==> src/hw/rtl/dpl_pkg.sv <==
// Package for the date period length block: request/response payload types,
// calendar constants and the month length table. No dependencies.
`timescale 1ns / 1ps
`default_nettype none

package dpl_pkg;

   // Request payload: start date, end date and include-end flag
   typedef struct packed {
      logic [4:0]  start_day;
      logic [3:0]  start_month;
      logic [13:0] start_year;
      logic [4:0]  end_day;
      logic [3:0]  end_month;
      logic [13:0] end_year;
      logic        include_end;
   } dpl_req_type;

   // Response payload
   typedef struct packed {
      logic [21:0] length_days;
      logic        status;
   } dpl_rsp_type;

   // Status codes
   localparam logic STATUS_OK  = 1'b0;
   localparam logic STATUS_ERR = 1'b1;

   // Calendar constants
   localparam logic [3:0]  MONTH_JAN    = 4'd1;
   localparam logic [3:0]  MONTH_FEB    = 4'd2;
   localparam logic [3:0]  MONTH_DEC    = 4'd12;
   localparam logic [4:0]  DAY_FIRST    = 5'd1;
   localparam logic [4:0]  FEB_LEAP_LEN = 5'd29;
   localparam logic [16:0] DPL_MAX_YEAR = 17'd9999;

   // Count width and saturation value
   localparam int unsigned  LEN_W   = 22;
   localparam logic [21:0]  LEN_MAX = 22'h3FFFFF;

   // Reciprocal of 100 for 14-bit years: q = (y * 5243) >> 19
   localparam logic [12:0] RECIP_100 = 13'd5243;
   localparam int unsigned RECIP_SH  = 19;

   // Length of a month in a common year; codes outside 1..12 read as 31
   function automatic logic [4:0] month_len(input logic [3:0] m);
      logic [4:0] len;
      case (m)
         4'd2:    len = 5'd28;
         4'd4:    len = 5'd30;
         4'd6:    len = 5'd30;
         4'd9:    len = 5'd30;
         4'd11:   len = 5'd30;
         default: len = 5'd31;
      endcase
      return len;
   endfunction

endpackage

==> src/hw/rtl/dpl_cal_unit.sv <==
// Shared calendar unit: days in a given month of a given year (Gregorian).
// Depends on dpl_pkg.
`timescale 1ns / 1ps
`default_nettype none

module dpl_cal_unit
   import dpl_pkg::*;
(
   input  wire logic [3:0]  month,
   input  wire logic [13:0] year,
   output logic      [4:0]  month_days
);

   logic [26:0] prod;
   logic [7:0]  q100;
   logic [14:0] back100;
   logic        div100;
   logic        leap;

   // Century test through the reciprocal, then multiply back by 100 with shifts
   assign prod    = 27'(year) * 27'(RECIP_100);
   assign q100    = prod[26:RECIP_SH];
   assign back100 = {1'b0, q100, 6'b0} + {2'b0, q100, 5'b0} + {5'b0, q100, 2'b0};
   assign div100  = (back100 == {1'b0, year});

   // Leap: by 400, or by 4 and not by 100
   assign leap = div100 ? (q100[1:0] == 2'b00) : (year[1:0] == 2'b00);

   assign month_days = (month == MONTH_FEB && leap) ? FEB_LEAP_LEN : month_len(month);

endmodule

`default_nettype wire

==> src/hw/rtl/date_period_length.sv <==
// Date period length: counts the days between two Gregorian dates.
// Depends on dpl_pkg and dpl_cal_unit.
//
// Usage
//   A request on req_* (valid/ready) carries a start date, an end date and
//   an include-end flag. One response on rsp_* (valid/ready) follows per
//   request: the day count (plus one when include_end is set) and status 0,
//   or length 0 and status 1 when either date is invalid (month outside
//   1..12, day 0 or past the month's end, year above 9999) or the end lies
//   before the start. Counts beyond 22 bits saturate.
//   Timing: the working date is stepped forward one day per cycle by a
//   single calendar unit after the start and end date checks; rsp_valid
//   rises once it reaches the end date. The number of days between the
//   dates is at most 3652424. On error no stepping is done and the
//   response follows the checks. The next request can be taken in the
//   same cycle as rsp_valid rises, as the block returns to idle then.
//   req_ready is high only while idle; one request is worked on at a time.
//   The response sits in an output register: a new request can be taken
//   while it waits, and a finished count holds in place until the register
//   is free. Reset (synchronous) returns to idle and drops rsp_valid.
`timescale 1ns / 1ps
`default_nettype none

module date_period_length
   import dpl_pkg::*;
(
   input  wire logic        clock,
   input  wire logic        reset,
   input  wire logic        req_valid,
   output logic             req_ready,
   input  wire dpl_req_type req_payload,
   output logic             rsp_valid,
   input  wire logic        rsp_ready,
   output dpl_rsp_type      rsp_payload
);

   typedef enum logic [2:0] {
      S_IDLE,
      S_CHK_START,
      S_CHK_END,
      S_STEP,
      S_DONE
   } state_type;

   state_type         state_ff, state_in;
   dpl_req_type       req_ff, req_in;
   logic [4:0]        wday_ff, wday_in;
   logic [3:0]        wmon_ff, wmon_in;
   logic [13:0]       wyear_ff, wyear_in;
   logic [LEN_W-1:0]  cnt_ff, cnt_in;
   logic              err_ff, err_in;
   logic              rsp_valid_ff, rsp_valid_in;
   dpl_rsp_type       rsp_ff, rsp_in;

   logic [4:0]        u_day;
   logic [3:0]        u_mon;
   logic [13:0]       u_year;
   logic [4:0]        u_mdays;
   logic              date_ok;
   logic              end_early;
   logic              at_end;
   logic [LEN_W:0]    len_sum;
   logic [LEN_W-1:0]  len_final;

   // Calendar unit input: end date while checking it, else the working date
   always_comb begin
      if (state_ff == S_CHK_END) begin
         u_day  = req_ff.end_day;
         u_mon  = req_ff.end_month;
         u_year = req_ff.end_year;
      end else begin
         u_day  = wday_ff;
         u_mon  = wmon_ff;
         u_year = wyear_ff;
      end
   end

   dpl_cal_unit u_cal (
      .month      (u_mon),
      .year       (u_year),
      .month_days (u_mdays)
   );

   // Date checks
   assign date_ok = (u_mon inside {[MONTH_JAN:MONTH_DEC]}) &&
                    ({3'b000, u_year} <= DPL_MAX_YEAR) &&
                    (u_day != 5'd0) && (u_day <= u_mdays);
   assign end_early = {req_ff.end_year, req_ff.end_month, req_ff.end_day} <
                      {wyear_ff, wmon_ff, wday_ff};
   assign at_end    = (wyear_ff == req_ff.end_year) && (wmon_ff == req_ff.end_month) &&
                      (wday_ff == req_ff.end_day);

   // Final count with the end day, saturating
   assign len_sum   = {1'b0, cnt_ff} + {{LEN_W{1'b0}}, req_ff.include_end};
   assign len_final = len_sum[LEN_W] ? LEN_MAX : len_sum[LEN_W-1:0];

   // Sequencer next state
   always_comb begin
      state_in     = state_ff;
      req_in       = req_ff;
      wday_in      = wday_ff;
      wmon_in      = wmon_ff;
      wyear_in     = wyear_ff;
      cnt_in       = cnt_ff;
      err_in       = err_ff;
      rsp_in       = rsp_ff;
      rsp_valid_in = rsp_valid_ff & ~rsp_ready;
      case (state_ff)
         S_IDLE: begin
            if (req_valid) begin
               req_in   = req_payload;
               wday_in  = req_payload.start_day;
               wmon_in  = req_payload.start_month;
               wyear_in = req_payload.start_year;
               cnt_in   = '0;
               err_in   = 1'b0;
               state_in = S_CHK_START;
            end
         end
         S_CHK_START: begin
            err_in   = ~date_ok;
            state_in = S_CHK_END;
         end
         S_CHK_END: begin
            err_in   = err_ff | ~date_ok | end_early;
            state_in = (err_ff | ~date_ok | end_early) ? S_DONE : S_STEP;
         end
         S_STEP: begin
            if (at_end) begin
               state_in = S_DONE;
            end else begin
               // advance the working date by one day
               if (wday_ff == u_mdays) begin
                  wday_in = DAY_FIRST;
                  if (wmon_ff == MONTH_DEC) begin
                     wmon_in  = MONTH_JAN;
                     wyear_in = wyear_ff + 14'd1;
                  end else begin
                     wmon_in = wmon_ff + 4'd1;
                  end
               end else begin
                  wday_in = wday_ff + 5'd1;
               end
               if (cnt_ff != LEN_MAX) begin
                  cnt_in = cnt_ff + {{(LEN_W-1){1'b0}}, 1'b1};
               end
            end
         end
         S_DONE: begin
            if (!rsp_valid_ff || rsp_ready) begin
               if (err_ff) begin
                  rsp_in.length_days = '0;
                  rsp_in.status      = STATUS_ERR;
               end else begin
                  rsp_in.length_days = len_final;
                  rsp_in.status      = STATUS_OK;
               end
               rsp_valid_in = 1'b1;
               state_in     = S_IDLE;
            end
         end
         default: begin
            state_in = S_IDLE;
         end
      endcase
   end

   // State and registered outputs
   always_ff @(posedge clock) begin
      if (reset) begin
         state_ff     <= S_IDLE;
         rsp_valid_ff <= 1'b0;
      end else begin
         state_ff     <= state_in;
         rsp_valid_ff <= rsp_valid_in;
      end
      req_ff   <= req_in;
      wday_ff  <= wday_in;
      wmon_ff  <= wmon_in;
      wyear_ff <= wyear_in;
      cnt_ff   <= cnt_in;
      err_ff   <= err_in;
      rsp_ff   <= rsp_in;
   end

   assign req_ready   = (state_ff == S_IDLE);
   assign rsp_valid   = rsp_valid_ff;
   assign rsp_payload = rsp_ff;

endmodule

`default_nettype wire

==> config.mk <==
export PLATFORM = sky130hd
export DESIGN_NAME = date_period_length
export DESIGN_NICKNAME = d
export VERILOG_FILES = /design/src/hw/rtl/dpl_pkg.sv /design/src/hw/rtl/dpl_cal_unit.sv /design/src/hw/rtl/date_period_length.sv
export SDC_FILE = /design/constraint.sdc
export NUM_CORES = 1
export LEC_CHECK = 0
export BUFFER_PORTS_ARGS = -buffer_cell sky130_fd_sc_hd__clkbuf_2
export CAP_MARGIN = 25
export CORE_MARGIN = 2
export CORE_UTILIZATION = 46
export CTS_CLUSTER_DIAMETER = 120
export DETAILED_ROUTE_END_ITERATION = 10
export GPL_ROUTABILITY_DRIVEN = 0
export PLACE_DENSITY = 0.62
export SETUP_SLACK_MARGIN = 0.1
export SYNTH_ARGS = -nofsm -noshare
export SYNTH_HDL_FRONTEND = slang
export SYNTH_SLANG_ARGS = --single-unit
export TNS_END_PERCENT = 30
==> constraint.sdc <==
create_clock -name clock -period 15.4 [get_ports clock]
set_input_delay 1.54 -clock clock [delete_from_list [all_inputs] [get_ports clock]]
set_output_delay 1.54 -clock clock [all_outputs]
set_load 0.02 [all_outputs]
==> results of run 1 <==
==> synthesized netlist by cell type (10+ instances only) <==
| library cell | instances | area, µm² |
|---|---|---|
| inv_1 | 142 | 533 |
| ha_1 | 140 | 1750 |
| edfxtp_1 | 93 | 2790 |
| nor2_1 | 81 | 304 |
| nand2_1 | 72 | 270 |
| a21oi_1 | 69 | 345 |
| xnor2_1 | 61 | 534 |
| fa_1 | 56 | 1120 |
| o21ai_0 | 36 | 180 |
| xor2_1 | 35 | 307 |
| nand3_1 | 32 | 160 |
| clkbuf_1 | 20 | 75.1 |
| nand4_1 | 20 | 125 |
| nor3_1 | 15 | 75.1 |
| a21o_1 | 12 | 90.1 |
| mux2i_1 | 10 | 100 |
| o21bai_1 | 10 | 75.1 |
==> final cells by class <==
| cell class | count | area (µm²) | area share, % |
|---|---|---|---|
| clock buffers | 9 | 225 | 2.07 |
| inverters | 145 | 544 | 4.99 |
| repair buffers | 85 | 485 | 4.46 |
| flip-flops and latches | 97 | 2870 | 26.4 |
| well taps | 275 | 344 | 3.16 |
| multi-input cells | 756 | 6350 | 58.2 |
| clock inverters | 7 | 78.8 | 0.723 |
==> cell usage in the layout (no fill, tap or decap), types with 5 or more instances in the layout <==
| master | netlist | layout |
|---|---|---|
| a21o_1 | 12 | 12 |
| a21oi_1 | 69 | 69 |
| a31oi_1 | 9 | 9 |
| and2_1 | 5 | 5 |
| and3_1 | 9 | 9 |
| buf_4 | 0 | 7 |
| clkbuf_16 | 0 | 9 |
| clkbuf_2 | 0 | 75 |
| edfxtp_1 | 93 | 93 |
| fa_1 | 56 | 56 |
| ha_1 | 140 | 140 |
| inv_1 | 142 | 142 |
| mux2i_1 | 10 | 10 |
| mux2i_4 | 6 | 6 |
| nand2_1 | 72 | 71 |
| nand3_1 | 32 | 32 |
| nand4_1 | 20 | 20 |
| nor2_1 | 81 | 80 |
| nor2b_1 | 6 | 6 |
| nor3_1 | 15 | 15 |
| nor4_1 | 6 | 6 |
| o2111ai_1 | 6 | 6 |
| o211ai_1 | 6 | 6 |
| o21a_1 | 7 | 7 |
| o21ai_0 | 36 | 35 |
| o21bai_1 | 10 | 10 |
| or3_1 | 7 | 7 |
| xnor2_1 | 61 | 61 |
| xor2_1 | 35 | 35 |
==> through the flow <==
stage               utilization [%]  hold slack (ns)  worst slack, ns
CTS                            51.6            0.624             3.46
floorplan                         -            0.551             5.59
detailed placement             50.2            0.610             3.49
global route                   51.7            0.680             3.00
global placement               50.0            0.594             3.73
finish                         51.7            0.631             3.86
==> path summary, 6_finish.rpt <==
path	to	cells after the start	slack (ns)
worst min-delay path	state_ff[2]	2	0.63
worst max-delay path	state_ff[2]	44	3.86
worst min register to register	state_ff[2]	2	0.63
worst max register to register	state_ff[2]	44	3.86
==> registers in the layout, indices dropped and copies added, names as in the netlist <==
signal	count
wyear_ff	14
req_ff	24
cnt_ff	22
state_ff	3
rsp_valid	1
rsp_payload	23
wmon_ff	4
err_ff	1
wday_ff	5
==> kinds of logic after synthesis <==
family	Yosys count	synth area share, %
simple gates	270	13.0
fa+ha+maj	196	29.1
compound gates	176	10.8
buf+inv	174	6.87
xor+xnor	97	8.67
flops	97	29.1
mux	17	2.52
==> layer usage <==
layer | part of all wire (%) | routed length (µm) | up-vias | track usage (%)
li1 | - | - | 3676 | -
met1 | 46 | 10400 | 3526 | 28.1
met3 | 3.6 | 809 | 17 | 1.82
met4 | 1.2 | 261 | 0 | 4.44
met5 | 0 | 0 | - | 0
met2 | 49 | 11200 | 142 | 36.8
==> critical path, delay by kind of cell, from the launching register on <==
| kind | cells | cell delay (ns) |
|---|---|---|
| xor+xnor | 4 | 0.76 |
| mux | 1 | 0.82 |
| simple gates | 11 | 2.44 |
| fa+ha+maj | 9 | 3.40 |
| compound gates | 13 | 2.79 |
| buf+inv | 6 | 0.76 |
| flops | 1 | 0.48 |
==> qor.txt, run 1 <==
fillers - 2002
DP Area - 10600 µm²
Setup crit start kind - flop
post-placement cell count - 1357
number of global-route vias before repair - 7419
clk_skew - 0.00720 ns
hold_buf cts - 0
crit path from - state_ff[1]
Die H - 151 µm
predominant post-synthesis flop cell - edfxtp_1
hpwl dp - 18500 µm
largest net degree at the start of global routing - 63
CTS Buf Count - 9
# port buffers - 75
final hold vios - 0
Initial DRC Count - 485
number of different library cells in the post-synthesis netlist - 60
final setup fails - 0
Slew @ Worst Pin - 0.965 ns
FP Rows - 53
die area - 22700 µm²
Mean Syn Cell Area - 9.62 µm²
CTS H-tree depth - 3
Die W - 151 µm
initial antenna violation count - 0
GRT Util Overall - 20.9%
global-route wire length before repair - 37200 µm
Final period util - 74.9%
worst endpoint data arrival time - 11.82 ns
Worst Path Max Fanout - 11
root buffer cell - clkbuf_16
Tightest Hold Check Type - flop to flop
crit end category - flop
unrepaired setup endpoints after global routing - false
Max Fclk - 86.7 MHz
sequential fraction of the synthesis area - 29.1%
cts repair resizes - 0
synth warn - 0
Ports - 76
status - complete, no violations
Clk Latency, worst-skew pair - 0.35 ns
critical path's most frequent cell - ha_1
ANT cells - 0
vias per inst - 5.36
#FFs+latches synth - 97
DRT Pass-1 Iters - 5
launching point of the worst reg2reg path - state_ff[1]
postcts setup bufs - 0
Layout Nets - 1341
Antenna Nets Post-Route - 0
mean routed wirelength per cell - 16.5 µm
setup tns final - 0 ns
critical path type - flop to flop
Clock transition at path regs - 0.07 ns
Slowest cell on crit path - mux2i_1
Async S/R FF share, synth - 0%
Post-synth EDFFs - 93
final cell count without fillers - 1374
Final Cell Area - 10900 µm²
Gate Count Post-Synth - 1027
TritonCTS sink count - 97
Worst path max stage delay - 0.82 ns
Pins Over Slew Limit - 0
grt total ovfl - 0
HP Start - state_ff[2]
TritonCTS clock tree - built
routed wire length - 22700 µm
DRC - 0
initial core utilization - 46.9%
Slew HR - 33.8%
Syn-to-layout area delta - 10.3%
clock buffer depth - 2
routed via count - 7361
MaxCap Viol Count - 0
final worst path period need - 11.54 ns
Core Region - 21100 µm²
Synthesized Nets - 1274
Mapped Area - 9880 µm²
CP required - 15.68 ns
share of layout cells above drive strength 1 - 11.1%
Power of run 1 is left out: the tool's default activity adds up to more than one toggle a clock period on the data nets, which glitch-free logic cannot reach.
==> run 2: changes to the inputs <==
Clock period 15.4 ns to 10.7 ns, I/O delays scaled along.
==> run 2 against run 1 <==
Against the previous run:
- clock skew increased by 0.00059 ns
- largest cell class unchanged
- wire length increased by 5.1%
- critical endpoint unchanged
- worst setup slack got worse by 3.3 ns
==> qor.txt, run 2 (same netlist as run 1, synthesis figures left out) <==
status - complete, no violations
Final period util - 94.7%
initial antenna violation count - 0
Die W - 151 µm
Clk Latency, worst-skew pair - 0.35 ns
Clock transition at path regs - 0.06 ns
Slew HR - 43.2%
hold_buf cts - 0
launching point of the worst reg2reg path - state_ff[0]
critical path type - flop to flop
crit end category - flop
R2R Setup Slk - 0.56 ns
Antenna Nets Post-Route - 0
initial core utilization - 46.9%
final setup fails - 0
Max Fclk - 98.6 MHz
clock buffer depth - 2
Worst Path Max Fanout - 7
Initial DRC Count - 477
Worst path max stage delay - 0.53 ns
TritonCTS sink count - 97
setup tns final - 0 ns
Die H - 151 µm
final worst path period need - 10.14 ns
Slowest cell on crit path - fa_1
Layout Nets - 1374
MaxCap Viol Count - 0
share of layout cells above drive strength 1 - 14.9%
most frequent cells in the layout - inv_1 (140), ha_1 (139), edfxtp_1 (93)
ANT cells - 0
largest net degree at the start of global routing - 63
Core Region - 21100 µm²
final hold vios - 0
routed wire length - 23800 µm
Ports - 76
Syn-to-layout area delta - 14.1%
HP Start - state_ff[2]
hpwl dp - 19000 µm
# port buffers - 75
Biggest register - req_ff
grt total ovfl - 0
Setup crit start kind - flop
clk_skew - 0.00778 ns
r2r worst-path depth - 46
die area - 22700 µm²
DRC - 0
crit path from - state_ff[0]
GRT Util Overall - 21.7%
DRT Pass-1 Iters - 5
number of global-route vias before repair - 7401
CTS H-tree depth - 3
most common cell after layout, fill and taps aside - inv_1
CTS Buf Count - 9
CP required - 10.98 ns
Tightest Hold Check Type - flop to flop
routed via count - 7521
max reg flops - 24
mean routed wirelength per cell - 16.9 µm
WHS Path Cells - 2
Hold EP - state_ff[1]
Crit Reg-Reg Endpoint - state_ff[2]
vias per inst - 5.35
Worst Slack Setup Final - 0.563 ns
fillers - 1946
worst slack at placement - 0.338 ns
FP Rows - 53
Pins Over Slew Limit - 0
TritonCTS clock tree - built
root buffer cell - clkbuf_16
global-route wire length before repair - 38500 µm
critical path's most frequent cell - inv_1
unrepaired setup endpoints after global routing - false
worst endpoint data arrival time - 10.42 ns
Slew @ Worst Pin - 0.851 ns
==> run 2: cell count changes in the layout (fill, tap and decap cells not counted), moves of 3 or more <==
cell,before,now
a21oi_1,69,64
buf_4,7,35
xnor2_1,61,58
a21oi_2,2,7
clkinvlp_4,3,0
xnor2_2,1,4
==> run 2: layer usage <==
metal / up-vias / part of all wire (%) / routed length (µm) / track usage (%)
met5: - / 0 / 0 / 0
met2: 139 / 48 / 11500 / 35.7
met4: 0 / 1.5 / 365 / 5.65
met3: 26 / 2.8 / 658 / 2.00
met1: 3599 / 48 / 11300 / 30.8
li1: 3757 / - / - / -
==> run 2: repair_timing <==
item | in CTS | in global routing
resized for setup | 0 | 24
setup endpoints to repair | 0 | 4
buffers inserted | 0 | 9
endpoints found under the hold margin | 0 | 0
==> run 2: through the flow <==
| step | area [µm²] | cells | hold slack [ns] | utilization, % |
|---|---|---|---|---|
| after floorplan | 9880 | 1027 | 0.551 | - |
| after global placement | 10700 | 1378 | 0.620 | 50.8 |
| after detailed placement | 10700 | 1379 | 0.625 | 50.9 |
| after CTS | 11000 | 1395 | 0.643 | 52.2 |
| final | 11300 | 1407 | 0.648 | 53.5 |
| after global routing | 11300 | 1407 | 0.658 | 53.5 |
==> run 2: how the worst max path moves through the flow <==
stage | cells after the start | end | slack (ns)
after detailed placement | 45 | state_ff[2] | 0.34
after floorplan | 47 | state_ff[2] | 0.89
after global routing | 43 | state_ff[2] | 0.03
final | 46 | state_ff[2] | 0.56
after CTS | 44 | state_ff[2] | 0.31
after global placement | 45 | state_ff[2] | 0.57
==> run 2: critical path: cells and delay by family (launching register included) <==
family | cells | cell delay [ns]
AOI/OAI and AO/OA | 14 | 2.29
xor gates and xnor gates | 3 | 0.63
adders and majority gates | 9 | 3.43
buffers and inverters | 9 | 0.88
DFF | 1 | 0.33
muxes | 1 | 0.29
and+or+nand+nor | 10 | 2.19
==> run 2: layout make-up <==
cell class / instances / area, µm² / area share (%)
multi-input combinational: 756 / 6450 / 57.2
sequential: 97 / 2870 / 25.5
timing repair buffer: 118 / 793 / 7.04
inverter: 145 / 547 / 4.85
tap: 275 / 344 / 3.05
clock buffer: 11 / 233 / 2.06
clock inverter: 5 / 30.0 / 0.266
Power of run 2 is left out for the same reason.
